`config.mk`:
```
export PLATFORM = sky130hd
export DESIGN_NAME = lage_ctrl
export DESIGN_NICKNAME = d
export VERILOG_FILES = /design/src/design/lage_pkg.sv /design/src/design/lage_ctrl.sv
export SDC_FILE = /design/constraint.sdc
export NUM_CORES = 1
export LEC_CHECK = 0
export ABC_AREA = 1
export BUFFER_PORTS_ARGS = -buffer_cell sky130_fd_sc_hd__buf_2
export CORE_MARGIN = 2
export CORE_UTILIZATION = 29
export DETAILED_ROUTE_END_ITERATION = 7
export HOLD_SLACK_MARGIN = 0.06
export PLACE_DENSITY = 0.56
export SLEW_MARGIN = 0
export SYNTH_ARGS = -nofsm -noshare
export SYNTH_HDL_FRONTEND = slang
export SYNTH_SLANG_ARGS = --single-unit
```
`constraint.sdc`:
```
create_clock -name clk -period 1.4 [get_ports clk]
set_input_delay 0.28 -clock clk [delete_from_list [all_inputs] [get_ports clk]]
set_output_delay 0.28 -clock clk [all_outputs]
set_load 0.02 [all_outputs]
```
`src/design/lage_pkg.sv`:
```
package lage_pkg;

    // Widths wide enough for the largest allowed grid (256 rows, 1024 columns).
    localparam int NR_W = 9;
    localparam int NC_W = 11;

    localparam int DEF_MAX_ROWS = 32;
    localparam int DEF_MAX_COLS = 128;

    localparam int CFG_IDX_W  = 2;
    localparam int CFG_DATA_W = 8;
    localparam int COUNT_W    = 13;
    localparam int GEN_W      = 16;

    localparam logic [CFG_IDX_W-1:0] REG_SURVIVE_MAX = 2'd0;
    localparam logic [CFG_IDX_W-1:0] REG_ROWS_USED   = 2'd1;
    localparam logic [CFG_IDX_W-1:0] REG_COLS_USED   = 2'd2;

    localparam logic [3:0] SURVIVE_RST = 4'd3;
    localparam logic [5:0] ROWS_RST    = 6'd20;
    localparam logic [7:0] COLS_RST    = 8'd75;

    localparam logic [3:0] BIRTH_COUNT = 4'd3;
    localparam logic [3:0] SURVIVE_MIN = 4'd2;

    typedef enum logic [1:0] {
        FUNC_WRITE = 2'd0,
        FUNC_READ  = 2'd1,
        FUNC_STEP  = 2'd2,
        FUNC_NONE  = 2'd3
    } func_t;

    typedef struct packed {
        logic latch;
        logic clr_wr;
        logic row_clr;
        logic row_inc;
        logic col_clr;
        logic col_inc;
        logic rd_item;
        logic rd_cur;
        logic rd_plus1;
        logic rd_plus2;
        logic acc_wb;
        logic cnt_add;
        logic gen_inc;
        logic gen_load;
        logic gen_write;
    } dp_cmd_t;

    typedef struct packed {
        func_t func;
        logic  bad;
        logic  empty;
        logic  clr_last;
        logic  col_last;
        logic  row_last;
    } dp_stat_t;

endpackage

```
`src/design/lage_ctrl.sv`:
```
module lage_ctrl
    import lage_pkg::*;
(
    input  logic     clk,
    input  logic     rst_n,
    input  logic     start,
    input  dp_stat_t stat,
    output dp_cmd_t  cmd,
    output logic     busy,
    output logic     done
);

    typedef enum logic [2:0] {
        S_CLEAR,
        S_IDLE,
        S_DISPATCH,
        S_ACC_WB,
        S_GEN_LD,
        S_GEN_ROW,
        S_CNT_START,
        S_CNT_BITS
    } state_t;

    state_t state_reg;
    state_t state_next;
    logic   busy_reg;
    logic   done_reg;
    logic   busy_next;
    logic   done_next;

    always_comb
    begin
        cmd        = '0;
        state_next = state_reg;
        busy_next  = busy_reg;
        done_next  = 1'b0;
        unique case (state_reg)
            S_CLEAR:
            begin
                cmd.clr_wr  = 1'b1;
                cmd.row_inc = 1'b1;
                if (stat.clr_last)
                begin
                    state_next = S_IDLE;
                    busy_next  = 1'b0;
                end
            end
            S_IDLE:
            begin
                if (start)
                begin
                    cmd.latch  = 1'b1;
                    state_next = S_DISPATCH;
                    busy_next  = 1'b1;
                end
            end
            S_DISPATCH:
            begin
                if ((stat.func == FUNC_WRITE || stat.func == FUNC_READ) && !stat.bad)
                begin
                    cmd.rd_item = 1'b1;
                    state_next  = S_ACC_WB;
                end
                else if (stat.func == FUNC_STEP)
                begin
                    cmd.gen_inc = 1'b1;
                    if (stat.empty)
                    begin
                        state_next = S_CNT_START;
                    end
                    else
                    begin
                        cmd.rd_cur = 1'b1;
                        state_next = S_GEN_LD;
                    end
                end
                else
                begin
                    state_next = S_CNT_START;
                end
            end
            S_ACC_WB:
            begin
                cmd.acc_wb = 1'b1;
                state_next = S_CNT_START;
            end
            S_GEN_LD:
            begin
                cmd.gen_load = 1'b1;
                cmd.rd_plus1 = 1'b1;
                state_next   = S_GEN_ROW;
            end
            S_GEN_ROW:
            begin
                cmd.gen_write = 1'b1;
                cmd.rd_plus2  = 1'b1;
                cmd.row_inc   = 1'b1;
                if (stat.row_last)
                begin
                    cmd.row_clr = 1'b1;
                    state_next  = S_CNT_START;
                end
            end
            S_CNT_START:
            begin
                if (stat.empty)
                begin
                    state_next = S_IDLE;
                    busy_next  = 1'b0;
                    done_next  = 1'b1;
                end
                else
                begin
                    cmd.rd_cur  = 1'b1;
                    cmd.col_clr = 1'b1;
                    state_next  = S_CNT_BITS;
                end
            end
            S_CNT_BITS:
            begin
                cmd.cnt_add = 1'b1;
                cmd.col_inc = 1'b1;
                if (stat.col_last)
                begin
                    cmd.col_clr = 1'b1;
                    cmd.row_inc = 1'b1;
                    if (stat.row_last)
                    begin
                        state_next = S_IDLE;
                        busy_next  = 1'b0;
                        done_next  = 1'b1;
                    end
                    else
                    begin
                        cmd.rd_plus1 = 1'b1;
                    end
                end
            end
            default:
            begin
                state_next = S_IDLE;
                busy_next  = 1'b0;
            end
        endcase
    end

    always_ff @(posedge clk or negedge rst_n)
    begin
        if (!rst_n)
        begin
            state_reg <= S_CLEAR;
            busy_reg  <= 1'b1;
            done_reg  <= 1'b0;
        end
        else
        begin
            state_reg <= state_next;
            busy_reg  <= busy_next;
            done_reg  <= done_next;
        end
    end

    assign busy = busy_reg;
    assign done = done_reg;

`ifndef SYNTH
    a_done_not_busy: assert property (@(posedge clk) disable iff (!rst_n)
        done_reg |-> !busy_reg)
        else $error("result strobe while busy");

    a_accept_busy: assert property (@(posedge clk) disable iff (!rst_n)
        (start && !busy_reg) |=> busy_reg)
        else $error("accepted item did not raise busy");

    a_done_after_work: assert property (@(posedge clk) disable iff (!rst_n)
        done_reg |-> $past(busy_reg))
        else $error("result strobe without an item in work");

    a_idle_state: assert property (@(posedge clk) disable iff (!rst_n)
        !busy_reg |-> (state_reg == S_IDLE))
        else $error("not busy outside idle");
`endif

endmodule

```
Word level (Yosys, flattened, before mapping)
Index checks and enable logic that the tools add are counted.
{"block": "classes", "n_eq_ne": 15, "reduce_logical": 9, "mux": 43}
{"op": "two-way mux 1 bit", "n": 26}
{"op": "one-hot mux 3 bit (8 select lines)", "n": 1}
{"op": "two-way mux 3 bit", "n": 7}
{"op": "equality test 3 bit, second input constant", "n": 4}
{"op": "inequality test 2 bit, second input constant", "n": 6}
{"op": "one-hot mux 1 bit (2 select lines)", "n": 5}
{"op": "equality test 3 x 2 -> 1 bit, second input constant", "n": 2}
{"op": "two-way mux 2 bit", "n": 3}
{"op": "AND reduction 6 bit", "n": 1}
{"op": "AND reduction 5 bit", "n": 1}
{"op": "one-hot mux 1 bit (4 select lines)", "n": 1}
{"op": "nonzero test 4 bit", "n": 1}
{"op": "equality test 3 x 1 -> 1 bit, second input constant", "n": 1}
{"op": "logical NOT 3 bit", "n": 1}
{"op": "equality test 2 x 1 -> 1 bit, second input constant", "n": 1}
{"op": "equality test 2 bit, second input constant", "n": 1}
{"op": "logical NOT 2 bit", "n": 1}
{"op": "OR reduction 2 bit", "n": 1}
{"op": "logical AND 1 bit", "n": 1}
{"op": "logical NOT 1 bit", "n": 1}
{"op": "logical OR 1 bit", "n": 1}
{"block": "totals", "output_inout_bits": 17, "wordCells": 70, "regBits": 5, "in_bits": 10}

Longest topological paths before layout
{"block": "depth", "word_depth": 5, "ltp_mapped": 8}

Worst setup path after synthesis
Ideal clock, no wire load.
{"block": "synth_timing", "kind": "register -> output", "startpoint": "register state_reg[2]", "endpoint": "output port cmd[7] (netlist name)", "t_required_ns": 1.120, "path_buffers": 0, "stages_incl_launch_ff": 6, "setup_slack_ns": -0.161, "arrival_time_ns": 1.281, "path_cell_list": "dfrtp_1 inv_2 nand2_1 nor2_1 inv_1 o21ai_0"}
{"element": "start: declaration", "line": "lage_ctrl.sv:24", "source": "state_t state_reg;"}
{"element": "start signal: assignment", "line": "lage_ctrl.sv:157", "source": "state_reg <= state_next;"}
{"element": "end: declaration", "line": "lage_ctrl.sv:8", "source": "output dp_cmd_t cmd,"}

==> flow_metrics.py <==
metrics = {
    "worst_setup_path": {
        "end_kind": "output pin",
        "cp.required_ps": 1120,
        "path_cells": "nor2_2, inv_2, o211ai_1, buf_4",
        "critPathBufInv": 2,
        "crit_slowest_cell": "dfrtp_2",
        "critPathMaxStageDelay_ps": 480,
        "crit_arrival_ps": 1350,
        "cp_top_family": "flip-flops",
        "startpoint_type": "flip-flop",
        "critPathKind": "reg -> out",
        "path_max_fanout": 6,
    },
    "clock_network": {
        "clock-sinks": 5,
        "cts-buffers-inserted": 3,
        "clock-root-buffer": "clkbuf_4",
        "cts_tree": "built",
        "worstSkewPairLatency_ps": 240,
        "h-tree-depth": 1,
        "clk_path_buf_depth": 2,
        "clk_pin_slew_ps": 40,
    },
    "synthesis": {
        "netlist_area_um2": 488,
        "ys_top_cells_by_area": "dfrtp_1, nand2_1, inv_1",
        "ys_types": 22,
        "ys_async_sr_fraction": 1.00,
        "yosysMostFrequentCell": "nand2_1",
        "yosys.area.top_type_share": 0.205,
        "synth_cells": 80,
        "yosys.area.top_type": "dfrtp_1",
        "ys_ff_latch": 5,
        "syn-num-nets": 90,
        "synth_edf_count": 0,
        "synth_seq_area_share": 0.259,
        "syn_avg_cell_area_um2": 6.10,
        "ys.flop_type": "dfrtp_1",
        "yosys_warnings": 0,
        "netlist_top_cells_count": "nand2_1, inv_1, nor2_1, nand3_1, dfrtp_1",
    },
    "hold_path": {
        "hold_path_class": "in -> reg",
    },
    "cells_and_area": {
        "final_area_um2": 920,
        "final_util": 0.597,
        "largest_reg_flops": 3,
        "n_antenna_cell": 0,
        "drive_gt1_frac": 0.616,
        "fill_cells": 151,
        "area_growth_pct": 88.5,
        "nets": 136,
    },
    "power_and_ir_drop": {
        "finalPower_mw": 2.16,
        "pwr_density_cell_nw_per_um2": 2350,
        "pwr-share-comb": 0.765,
        "clockPowerShare": 0.078,
        "cellLeakagePower_nw": 0.533,
        "p_sw_frac": 0.495,
        "power.switching_mw": 1.07,
        "pwr-share-seq": 0.157,
        "peakVddDrop_mv": 0.990,
        "p_int_mw": 1.09,
    },
    "placement": {
        "gp_congestion": 0.743,
        "hpwl_um": 1200,
        "portBuffers": 26,
        "post_dp_cell_area_um2": 661,
        "dp_slack_ps": 5.52,
    },
    "global_routing": {
        "grt_overflow_total": 0,
        "grt_usage": 0.180,
        "grt_max_degree": 8,
        "grt_pass1_vias": 673,
        "antenna_found_initial": 0,
        "grt_pass1_wl_um": 2680,
    },
    "sta": {
        "fin_skew_ps": 2.82,
        "finalSetupViolCount": 15,
        "max_freq_mhz": 613,
        "slew_headroom": 0.862,
        "finalHoldViolCount": 0,
        "tightest_slew_ps": 207,
        "worst_hold_slack_ps": 302,
        "fin_crit_ps": 1630,
        "maxSlewViolCount": 0,
        "rsz0062_at_grt": "yes",
        "worst_slack_ps": -232,
        "final.period_utilization": 1.17,
    },
    "drt": {
        "totalWireLength_um": 1770,
        "wl_per_cell_um": 12.5,
        "antenna_left": 0,
        "drt_iter0_drc": 7,
        "drcViolationCount": 0,
        "first_pass_iters": 4,
        "num_vias": 693,
        "vias_per_cell": 4.91,
    },
    "run_status": {
        "violations": "negative setup slack",
        "outcome": "complete, but fails checks",
    },
    "floorplan": {
        "start_util": 0.317,
        "die_h_um": 45.0,
        "rows": 14,
        "fp.coreArea_um2": 1540,
        "die_area_um2": 2030,
        "dieWidth_um": 45.0,
        "io_pins": 27,
    },
    "job": {
        "drv_cap": 0,
    },
}
-- layout by cell type, fill, tap and decap left out, types with 4 or more instances in the layout --
master	n
buf_2	11
buf_4	23
buf_6	9
inv_1	8
inv_2	8
nand2_1	17
nand2_2	5
nand3_1	4
nor2_1	5
nor2_2	5
-- cell families after synthesis --
family / Yosys count / share of synthesized area
AOI/OAI and AO/OA: 8 / 0.0974
buffers and inverters: 20 / 0.192
xor gates and xnor gates: 1 / 0.0180
and+or+nand+nor: 46 / 0.433
DFF: 5 / 0.259
-- worst paths after layout --
path,start,endpoint,slack [ps],cells past startpoint
worst max-delay path,state_reg[0]$_DFFE_PN0P_,cmd[11],-230,4
worst min-delay path,start,busy$_DFFE_PN1P_,300,3
worst max register to register,state_reg[1]$_DFFE_PN0P_,busy$_DFFE_PN1P_,-40,8
worst min register to register,state_reg[2]$_DFFE_PN0P_,state_reg[2]$_DFFE_PN0P_,570,2
max in group asynchronous,rst_n,busy$_DFFE_PN1P_,800,2
min in group asynchronous,rst_n,state_reg[0]$_DFFE_PN0P_,380,2
-- cell type report --
cell class,count,area (um^2),area share
Timing Repair Buffer,45,359,0.390
Multi-Input combinational cell,55,325,0.354
Sequential cell,5,129,0.140
Inverter,16,60.1,0.0653
Clock buffer,4,26.3,0.0286
Tap cell,16,20.0,0.0218
-- worst register-to-register path: stages, from the launching register on --
cell      delay, ps
dfrtp_2         470
buf_6           130
nand4_1         170
buf_4           200
buf_6           100
buf_6           100
nand2_2          40
o21bai_1         70
nand2_1          70
-- what timing repair did --
item                                    4_1_cts  5_1_grt
pin swaps                                     3        6
gates resized for setup                      28       20
endpoints found under the setup margin       15       18
hold endpoints to repair                      5        0
setup buffers                                11        3
hold buffers                                  1        0
-- stage by stage --
stage,cells,setup TNS [ps]
floorplan,80,-33.2
global placement,124,-5.26
detailed placement,124,0
CTS,140,-1590
global route,141,-2730
finish,141,-1850
-- power groups by stage --
stage               Clock [mW]  Sequential (mW)  Combinational, mW
floorplan                    0            0.284              0.833
global placement             0            0.298               1.14
detailed placement           0            0.304               1.14
CTS                      0.174            0.317               1.49
global route             0.181            0.348               1.77
finish                   0.168            0.339               1.65
-- per-layer routing --
layer,GRT usage,wire length (um),up-vias
met3,0.0600,99,0
li1,-,-,335
met2,0.311,962,28
met4,0.0412,0,0
met5,0,0,-
met1,0.215,707,330
(Power assumes the default switching activity.)
